## config.mk

```make
export PLATFORM = sky130hd
export DESIGN_NAME = bstt_ram
export DESIGN_NICKNAME = d
export VERILOG_FILES = /design/src/hw/rtl/bstt_ram.sv
export SDC_FILE = /design/constraint.sdc
export NUM_CORES = 1
export LEC_CHECK = 0
export ABC_AREA = 1
export BUFFER_PORTS_ARGS = -buffer_cell sky130_fd_sc_hd__buf_2
export CAP_MARGIN = 20
export CORE_UTILIZATION = 60
export CTS_CLUSTER_DIAMETER = 30
export CTS_CLUSTER_SIZE = 20
export DETAILED_ROUTE_END_ITERATION = 8
export PLACE_DENSITY = 0.78
export SLEW_MARGIN = 10
export SYNTH_ARGS = -nofsm -noshare
export SYNTH_HDL_FRONTEND = slang
export SYNTH_SLANG_ARGS = --single-unit
```

## constraint.sdc

```tcl
create_clock -name clk -period 2.2 [get_ports clk]
set_input_delay 0.44 -clock clk [delete_from_list [all_inputs] [get_ports clk]]
set_output_delay 0.44 -clock clk [all_outputs]
set_load 0.02 [all_outputs]
```

## src/hw/rtl/bstt_ram.sv

```systemverilog
// Generic single-write, single-read RAM with registered read data.
`default_nettype none

module bstt_ram #(
    parameter int WIDTH = 8,
    parameter int DEPTH = 16
) (
    input  wire logic                     clk,
    input  wire logic                     we,
    input  wire logic [$clog2(DEPTH)-1:0] waddr,
    input  wire logic [WIDTH-1:0]         wdata,
    input  wire logic                     re,
    input  wire logic [$clog2(DEPTH)-1:0] raddr,
    output logic      [WIDTH-1:0]         rdata
);

    logic [WIDTH-1:0] mem_reg [DEPTH];
    logic [WIDTH-1:0] rdata_reg;

    always_ff @(posedge clk)
    begin
        if (we)
        begin
            mem_reg[waddr] <= wdata;
        end
        if (re)
        begin
            rdata_reg <= mem_reg[raddr];
        end
    end

    assign rdata = rdata_reg;

endmodule

`default_nettype wire

```

* Word level (Yosys, flattened, before mapping)
Memories as Yosys holds them, arrays and structs flattened. A register that Yosys moved wholly into a read port is not among the register bits.
Cells that the tools add are included.
** Storage, ports and cells
- Flip-flop bits (word level) :: 0
- Memories kept :: 1
- RAM bits :: 128
** Memories
- mem_reg :: words 16, width 8, rd ports 1, clocked after Yosys merged registers in 1, wr ports 1, line 17 : logic [WIDTH-1:0] mem_reg [DEPTH];
** Cells by class
- Multiplexer cells :: 2
** Operators by type and width (count)
- two-way mux 1 bit :: 2

* Logic depth before layout (Yosys ltp)
Gate-level depths: netlist of run 1.
- Depth after elaboration :: 2
- Gate-level depth with buffers :: 8
- Gate-level depth less buffers :: 7

* Least setup slack after synthesis of run 1
OpenSTA, ideal clock, no wires.
- Path type :: input port to flip-flop
- Start :: input waddr[2]
- End :: memory mem_reg[10][0], enable pin
- Setup slack :: 0.809 ns
- Cell stages on the path :: 2
- Library setup time :: 0.370 ns
- Data required time :: 1.830 ns
- Buffers on the path :: 0
- Arrival :: 1.021 ns
- Path through :: nand3b_1 > nor2_1
** RTL lines
- start, declared :: line 10 : input wire logic [$clog2(DEPTH)-1:0] waddr,
- end, declared :: line 17
Straight into the memory's write port.

* Final worst setup path of run 1
- Start :: register rdata_reg[3] (netlist: rdata[3]) (read register of mem_reg)
- End :: output rdata[3]
** RTL lines
- start, declared :: line 18 : logic [WIDTH-1:0] rdata_reg;
- end, declared :: line 14 : output logic [WIDTH-1:0] rdata
No word-level cell between the ends.

==> impl_metrics.csv, run 1 <==
group,metric,value,unit
worst_setup_path,timing.critical_path.from_type,"flip-flop",
worst_hold_path,holdPathEnd,"rdata[3]$_DFFE_PP_",
placed_design,place.port_buffers,26,
floorplanning,rows,35,
clock_tree,tritoncts.num_buffers,17,
worst_setup_path,regToRegSetupSlack,1.03,ns
clock_tree,worst_skew_pair.late_latency,0.52,ns
global_route,global_route.usage.total,27.5,%
worst_hold_path,worstHoldStart,"re",
global_route,grt_pass1_vias,3760,
global_route,globalRouteMet2Util,42.8,%
worst_setup_path,critical_path.max_fanout,1,
timing,period_minus_slack,1.52,ns
yosys,netlist_area,5850,um2
worst_setup_path,worstSetupEndpointType,"output port",
timing,slew-limit-headroom,53.0,%
routing,post_drt_wl_per_cell,17.6,um
finish,final_stage_net_count,606,
finish,final_cell_mix,"nand2_1, edfxtp_1, inv_1",
clock_tree,cts-htree-levels,4,
pwr,clockPowerShare,44.9,%
yosys,yosysSeqAreaShare,69.8,%
placed_design,hpwl,7730,um
clock_tree,holdBufCountCts,0,
clock_tree,post_cts_gate_resize_count,0,
worst_setup_path,crit_path_dat,1.08,ns
floorplanning,ios,27,
floorplanning,design.core.area,9330,um2
routing,detail_route.drc_violations,0,
pwr,p_sw,1.36,mW
clock_tree,post-cts-setup-buffers,0,
global_route,antenna_violations_before_repair,0,
pwr,power_frac_seq,49.0,%
yosys,postSynthCellCount,551,
routing,vias,3978,
timing,max_clock_freq,0.656,GHz
timing,tightest_slew,0.702,ns
yosys,synth_nets,570,
pwr,p_leak,2.88,nW
timing,maxSlewViolCount,0,
routing,totalWireLength,12800,um
worst_setup_path,critical_path_required,1.76,ns
floorplanning,initial_utilization,62.7,%
global_route,top_usage_layer,"met2",
finish,fin_util,71.6,%
status,status,"complete, no violations",
worst_hold_path,hp-class,"in2reg",
global_route,grt_pass1_wl,19700,um
timing,setup_viol_count_final,0,
pwr,vdd_drop_max,515,uV
pwr,power.density_cell_area,898,nW/um2
clock_tree,tritoncts,"built",
finish,drive_above_1_share,12.0,%
pwr,p_int,4.64,mW
routing,drt-initial-drc-count,484,
clock_tree,cts-root-buf,"clkbuf_8",
global_route,global_route.usage.met3,6.31,%
yosys,synthDistinctLibCells,11,
finish,insertedDiodeCount,0,
floorplanning,dieArea,10100,um2
worst_setup_path,crit_family,"flip-flops",
timing,finalClockSkew,0.00684,ns
timing,rsz0062_at_grt,"no",
timing,min_period_over_period,69.3,%
timing,final.hold.worst_slack,0.277,ns
yosys,yosys_register_bits,136,
routing,routed_via_density,5.46,
worst_hold_path,min_delay_path_depth,1,
pwr,netSwitchingFraction,22.6,%
flow_run,drv_cap,0,
worst_setup_path,r2r_cells,6,
worst_setup_path,max_stage_delay,0.39,ns
clock_tree,clkSinkCount,136,
routing,drt-pass1-iter-count,6,
worst_setup_path,cp.buffers_inverters,1,
routing,ant_nets,0,
yosys,synth-warning-count,0,
pwr,combPwrFrac,6.1,%
clock_tree,clkTransAtPathRegs,0.06,ns
worst_setup_path,crit-reg2reg-launch,"mem_reg[0][4]$_DFFE_PP_",
timing,final.setup.tns,0,ns
worst_setup_path,cp_cell_sequence,"buf_2",
global_route,use_met1,38.6,%
placed_design,gp_routability_congestion,0.891,
global_route,globalRoute.totalOverflow,0,
worst_setup_path,worst_r2r_end,"rdata[4]$_DFFE_PP_",
floorplanning,fp.dieH,101,um
timing,final_hold_viol_count,0,
finish,largest_reg_flops,128,
finish,final_common_cell,"nand2_1",
global_route,largest_net_degree_at_the_start_of_global_routing,65,
finish,areaGrowthSynthToFinish,14.2,%
worst_setup_path,crit_path_slowest_cell,"edfxtp_1",
floorplanning,chipWidth,101,um
yosys,postSynthAreaPerCell,10.6,um2
clock_tree,cts-root-to-sink-buffers,2,
worst_setup_path,criticalPathCategory,"reg2out",
==> per-stage QoR <==
stage / std cells / total power [mW] / cell area (um2) / setup slack (ns)
after floorplan: 551 / 3.21 / 5850 / 0.809
after global placement: 697 / 3.34 / 6110 / 0.498
after detailed placement: 697 / 3.34 / 6110 / 0.400
after CTS: 729 / 6.00 / 6680 / 0.654
after global routing: 729 / 6.15 / 6680 / 0.647
final: 729 / 5.99 / 6680 / 0.675
==> cells by family after synthesis <==
family / share of synthesized area (%)
buf+inv: 9.39
flops: 69.8
simple gates: 20.8
==> how the worst max path moves through the flow <==
| stage | from | endpoint | slack, ns | cells after the start |
|---|---|---|---|---|
| CTS | rdata[3]$_DFFE_PP_ | rdata[3] | 0.65 | 1 |
| finish | rdata[3]$_DFFE_PP_ | rdata[3] | 0.68 | 1 |
| global route | rdata[3]$_DFFE_PP_ | rdata[3] | 0.65 | 1 |
| detailed placement | waddr[0] | mem_reg[0][0]$_DFFE_PP_ | 0.40 | 4 |
| floorplan | waddr[2] | mem_reg[10][0]$_DFFE_PP_ | 0.81 | 2 |
| global placement | waddr[0] | mem_reg[12][2]$_DFFE_PP_ | 0.50 | 4 |
==> power groups by stage <==
stage	logic (mW)	clock network, mW	registers, mW
floorplan	0.205	0	3.00
global placement	0.350	0	2.99
detailed placement	0.357	0	2.99
CTS	0.362	2.70	2.93
global route	0.398	2.81	2.94
finish	0.365	2.69	2.93
==> cells in the mapped netlist <==
cell	number	area [um2]
buf_6	6	67.6
nand2_1	173	649
buf_1	1	3.75
nand3_1	97	485
nand3b_1	2	15.0
buf_4	4	30.0
inv_1	100	375
buf_2	13	65.1
edfxtp_1	136	4080
inv_2	2	7.51
nor2_1	17	63.8
==> metal layers <==
layer / share of wire [%] / wire (um)
met1: 41 / 5230
met2: 48 / 6170
met3: 9.4 / 1200
met4: 1.5 / 195
met5: 0 / 0
==> worst reg2reg max path, stage by stage, from the launching register on <==
cell and delay, ns:
edfxtp_1 0.37, inv_1 0.07, nand2_1 0.06, nand3_1 0.13, nand3_1 0.12, nand3_1 0.12, nand2_1 0.06
==> final cells by class <==
cell class | count | area (um2)
timing repair buffer | 41 | 268
clock buffer | 18 | 418
sequential | 136 | 4080
fill | 618 | 2650
clock inverter | 14 | 148
inverter | 102 | 383
multi-input combinational | 289 | 1210
tap | 129 | 161
No activity file was read; power rests on OpenSTA's default activity.
==> inputs of run 2 (changes only) <==
Clock period 2.2 ns to 1.41 ns, I/O delays scaled along.
==> run 2 against run 1 <==
Compared with the run above: combinational power rose by 67%; sequential share of layout area fell by 1.4 points; critical path depth did not move; clock skew rose by 0.0026 ns; register-to-register slack got worse by 0.78 ns; largest power group unchanged; clock-buffer cell count rose by 1.
==> impl_metrics.csv, run 2 (synthesis gave the netlist of run 1 again) <==
group,metric,value,unit
clock_tree,cts-root-to-sink-buffers,2,
pwr,vdd_drop_max,1220,uV
floorplanning,dieArea,10100,um2
finish,num-fill-cells,593,
routing,detail_route.drc_violations,0,
timing,max_clock_freq,0.711,GHz
worst_setup_path,crit_family,"flip-flops",
global_route,global_route.usage.total,29.3,%
global_route,grt_pass1_vias,3959,
timing,min_period_over_period,99.8,%
finish,final_cell_mix,"nand2_1, edfxtp_1, inv_1",
placed_design,hpwl,7740,um
global_route,grt_pass1_wl,21000,um
routing,totalWireLength,13200,um
finish,drive_above_1_share,14.0,%
flow_run,drv_cap,0,
placed_design,post-place-cells,710,
placed_design,place.port_buffers,26,
finish,largest_reg_flops,128,
routing,drt-initial-drc-count,508,
worst_setup_path,critical_path_required,1.13,ns
timing,maxSlewViolCount,0,
clock_tree,tritoncts,"built",
pwr,power.density_cell_area,1380,nW/um2
timing,slew-limit-headroom,61.1,%
clock_tree,clkSinkCount,136,
global_route,antenna_violations_before_repair,0,
timing,setup_viol_count_final,0,
global_route,largest_net_degree_at_the_start_of_global_routing,51,
worst_setup_path,cp.buffers_inverters,1,
finish,areaGrowthSynthToFinish,16.8,%
routing,drt-pass1-iter-count,5,
finish,insertedDiodeCount,0,
timing,final.setup.tns,0,ns
worst_setup_path,max_stage_delay,0.44,ns
worst_hold_path,hp-class,"in2reg",
worst_setup_path,timing.critical_path.from_type,"flip-flop",
timing,finalClockSkew,0.00948,ns
worst_setup_path,crit_path_dat,1.12,ns
worst_setup_path,worstSetupEndpointType,"output port",
timing,rsz0062_at_grt,"yes",
floorplanning,design.core.area,9330,um2
floorplanning,initial_utilization,62.7,%
global_route,globalRoute.totalOverflow,0,
floorplanning,chipWidth,101,um
pwr,p_leak,2.97,nW
routing,routed_via_density,5.37,
routing,ant_nets,0,
placed_design,gp_routability_congestion,0.846,
clock_tree,post-cts-setup-buffers,0,
status,status,"complete, no violations",
clock_tree,worst_skew_pair.late_latency,0.53,ns
clock_tree,cts-root-buf,"clkbuf_8",
timing,tightest_slew,0.583,ns
routing,vias,3987,
floorplanning,ios,27,
floorplanning,rows,35,
finish,final_common_cell,"nand2_1",
timing,final_hold_viol_count,0,
routing,post_drt_wl_per_cell,17.8,um
timing,period_minus_slack,1.41,ns
floorplanning,fp.dieH,101,um
worst_setup_path,crit_path_slowest_cell,"edfxtp_1",
clock_tree,cts-htree-levels,4,
worst_setup_path,cp_cell_sequence,"buf_6",
clock_tree,clkTransAtPathRegs,0.06,ns
clock_tree,tritoncts.num_buffers,17,
worst_setup_path,critical_path.max_fanout,1,
clock_tree,holdBufCountCts,0,
finish,final_stage_net_count,619,
worst_setup_path,criticalPathCategory,"reg2out",
finish,finish.cell_count_without_fillers,742,
[run 2: changes by cell type in the layout (fill, tap and decap cells not counted), sizes merged]
cell	before	now
clkbuf	18	19
buf	41	54
clkinv	6	5
inv	105	104
clkinvlp	3	4
[run 2: report_power, final]
| part | internal, mW | switching (mW) |
|---|---|---|
| combinational | 0.192 | 0.416 |
| sequential | 4.56 | 0.0290 |
| clock | 2.53 | 1.70 |
[run 2: final cells by class]
class                           instances  area, um2  area share (%)
Clock buffer                           19        422            6.18
Sequential cell                       136       4080            59.8
Timing Repair Buffer                   54        415            6.09
Multi-Input combinational cell        289       1210            17.8
Tap cell                              129        161            2.36
Inverter                              102        383            5.61
Clock inverter                         13        148            2.16
[run 2: final timing paths]
kind | startpoint | slack (ns) | depth (start not counted) | endpoint
max | rdata[3]$_DFFE_PP_ | 0.003 | 1 | rdata[3]
min | re | 0.12 | 1 | rdata[0]$_DFFE_PP_
max reg2reg | mem_reg[7][6]$_DFFE_PP_ | 0.25 | 6 | rdata[6]$_DFFE_PP_
min reg2reg | mem_reg[14][0]$_DFFE_PP_ | 0.75 | 6 | rdata[0]$_DFFE_PP_
[run 2: repair_timing]
item,in CTS,in global routing
cloned,0,0
endpoints found under the setup margin,1,4
resized for setup,2,6
[run 2: per-stage QoR]
step / util [%] / hold slack, ns / total power, mW / setup WS, ns / area, um2
2_1_floorplan: - / 0.381 / 5.00 / 0.177 / 5850
3_3_place_gp: 66.8 / 0.653 / 5.23 / -0.0979 / 6230
3_5_place_dp: 66.8 / 0.657 / 5.25 / -0.138 / 6230
4_1_cts: 73.0 / 0.111 / 9.42 / 0.00106 / 6810
5_1_grt: 73.2 / 0.107 / 9.70 / -0.00962 / 6830
6_report: 73.2 / 0.121 / 9.42 / 0.00311 / 6830
[run 2: metal layers]
layer	share of wire, %	GRT usage (%)
met1	39	39.8
met2	48	45.0
met3	9.2	7.21
met4	2.9	13.4
met5	0	0
==> inputs of run 3 (changes only) <==
Settings changed: RECOVER_POWER from default to 25.
==> run 3 against run 2 <==
Compared with the run above: sequential power barely moved; die area did not move; sequential share of layout area rose by 0.077 points; critical endpoint is now rdata[7].
==> impl_metrics.csv, run 3 (synthesis gave the netlist of run 1 again) <==
group,metric,value,unit
clock_tree,clkTransAtPathRegs,0.07,ns
clock_tree,cts-root-buf,"clkbuf_8",
routing,vias,4041,
routing,post_drt_wl_per_cell,17.8,um
routing,detail_route.drc_violations,0,
worst_setup_path,worstSetupEndpointType,"output port",
worst_setup_path,critical_path.max_fanout,1,
worst_setup_path,crit_family,"flip-flops",
finish,ff_latch_area,4080,um2
timing,tightest_slew,0.861,ns
finish,final_cell_mix,"nand2_1, edfxtp_1, inv_1",
finish,largest_reg_flops,128,
timing,setup_viol_count_final,0,
global_route,antenna_violations_before_repair,0,
global_route,grt_pass1_wl,21000,um
floorplanning,dieArea,10100,um2
timing,final.setup.tns,0,ns
timing,finalClockSkew,0.00987,ns
clock_tree,worst_skew_pair.late_latency,0.53,ns
pwr,p_leak,2.95,nW
routing,ant_nets,0,
global_route,global_route.usage.total,29.3,%
worst_setup_path,criticalPathCategory,"reg2out",
routing,routed_via_density,5.45,
timing,rsz0062_at_grt,"yes",
clock_tree,clkSinkCount,136,
floorplanning,rows,35,
placed_design,postPlaceCellArea,6230,um2
floorplanning,chipWidth,101,um
finish,areaGrowthSynthToFinish,16.6,%
routing,totalWireLength,13200,um
worst_setup_path,crit_path_slowest_cell,"edfxtp_1",
floorplanning,fp.dieH,101,um
worst_setup_path,r2r_cells,6,
worst_setup_path,worst_r2r_end,"rdata[6]$_DFFE_PP_",
worst_hold_path,worstHoldStart,"wdata[5]",
pwr,vdd_drop_max,1220,uV
pwr,power.density_cell_area,1380,nW/um2
placed_design,place.port_buffers,26,
timing,slew-limit-headroom,42.6,%
global_route,largest_net_degree_at_the_start_of_global_routing,51,
floorplanning,initial_utilization,62.7,%
finish,insertedDiodeCount,0,
clock_tree,cts-root-to-sink-buffers,2,
finish,design_area,6820,um2
worst_hold_path,holdPathEnd,"mem_reg[11][5]$_DFFE_PP_",
worst_setup_path,cp_cell_sequence,"buf_6",
flow_run,drv_cap,0,
worst_setup_path,critical_path_required,1.13,ns
finish,multiInputGateArea,1210,um2
timing,maxSlewViolCount,0,
finish,final_stage_net_count,619,
timing,min_period_over_period,98.8,%
worst_setup_path,cp.buffers_inverters,1,
floorplanning,design.core.area,9330,um2
timing,final_hold_viol_count,0,
routing,drt-pass1-iter-count,5,
clock_tree,cts-htree-levels,4,
finish,num-fill-cells,592,
clock_tree,tritoncts.num_buffers,17,
routing,drt-initial-drc-count,482,
worst_hold_path,hp-class,"in2reg",
clock_tree,post-cts-setup-buffers,0,
timing,period_minus_slack,1.39,ns
timing,setup_ws,0.0172,ns
finish,drive_above_1_share,12.9,%
clock_tree,tritoncts,"built",
placed_design,hpwl,7740,um
placed_design,pre_cts_ws,-0.138,ns
worst_setup_path,crit-reg2reg-launch,"mem_reg[7][6]$_DFFE_PP_",
floorplanning,ios,27,
worst_setup_path,crit_path_dat,1.11,ns
global_route,globalRoute.totalOverflow,0,
clock_tree,holdBufCountCts,0,
timing,max_clock_freq,0.718,GHz
worst_hold_path,min_delay_path_depth,1,
worst_setup_path,max_stage_delay,0.43,ns
global_route,grt_pass1_vias,3959,
status,status,"complete, no violations",
worst_setup_path,timing.critical_path.from_type,"flip-flop",
worst_setup_path,regToRegSetupSlack,0.25,ns
placed_design,gp_routability_congestion,0.846,
finish,final_common_cell,"nand2_1",
## run 3: power breakdown
part | switching, mW | total [mW] | internal (mW)
logic | 0.416 | 0.605 | 0.189
registers | 0.0282 | 4.58 | 4.56
clock network | 1.69 | 4.22 | 2.53
## run 3: worst max-delay path by stage
stage / start / to / depth (start not counted)
floorplan: waddr[2] / mem_reg[10][0]$_DFFE_PP_ / 2
global placement: raddr[0] / rdata[2]$_DFFE_PP_ / 8
detailed placement: raddr[0] / rdata[0]$_DFFE_PP_ / 8
CTS: rdata[7]$_DFFE_PP_ / rdata[7] / 1
global route: rdata[7]$_DFFE_PP_ / rdata[7] / 1
finish: rdata[7]$_DFFE_PP_ / rdata[7] / 1
## run 3: final cells by class
type / instances / area share [%]
Inverter: 102 / 5.62
Clock buffer: 19 / 6.18
Timing Repair Buffer: 54 / 5.96
Tap cell: 129 / 2.37
Clock inverter: 13 / 2.17
Sequential cell: 136 / 59.9
Multi-Input combinational cell: 289 / 17.8
## run 3: what timing repair did
item                                    in CTS  in global routing
endpoints found under the hold margin        0                  0
pin swaps                                    0                  0
endpoints found under the setup margin       1                  4
gates resized for setup                      2                  6
## run 3: stage by stage
step | cells | utilization (%) | power, mW | hold WS [ns]
after global placement | 710 | 66.8 | 5.23 | 0.653
after floorplan | 551 | - | 5.00 | 0.381
final | 742 | 73.1 | 9.41 | 0.186
after global routing | 742 | 73.1 | 9.70 | 0.179
after detailed placement | 710 | 66.8 | 5.25 | 0.657
after CTS | 742 | 73.0 | 9.42 | 0.111
## run 3: metal layers
metal,global-route usage (%),up-vias,wire length [um]
li1,-,1885,-
met1,39.8,1898,5220
met2,45.0,231,6390
met3,7.21,27,1220
met4,13.4,0,353
met5,0,-,0
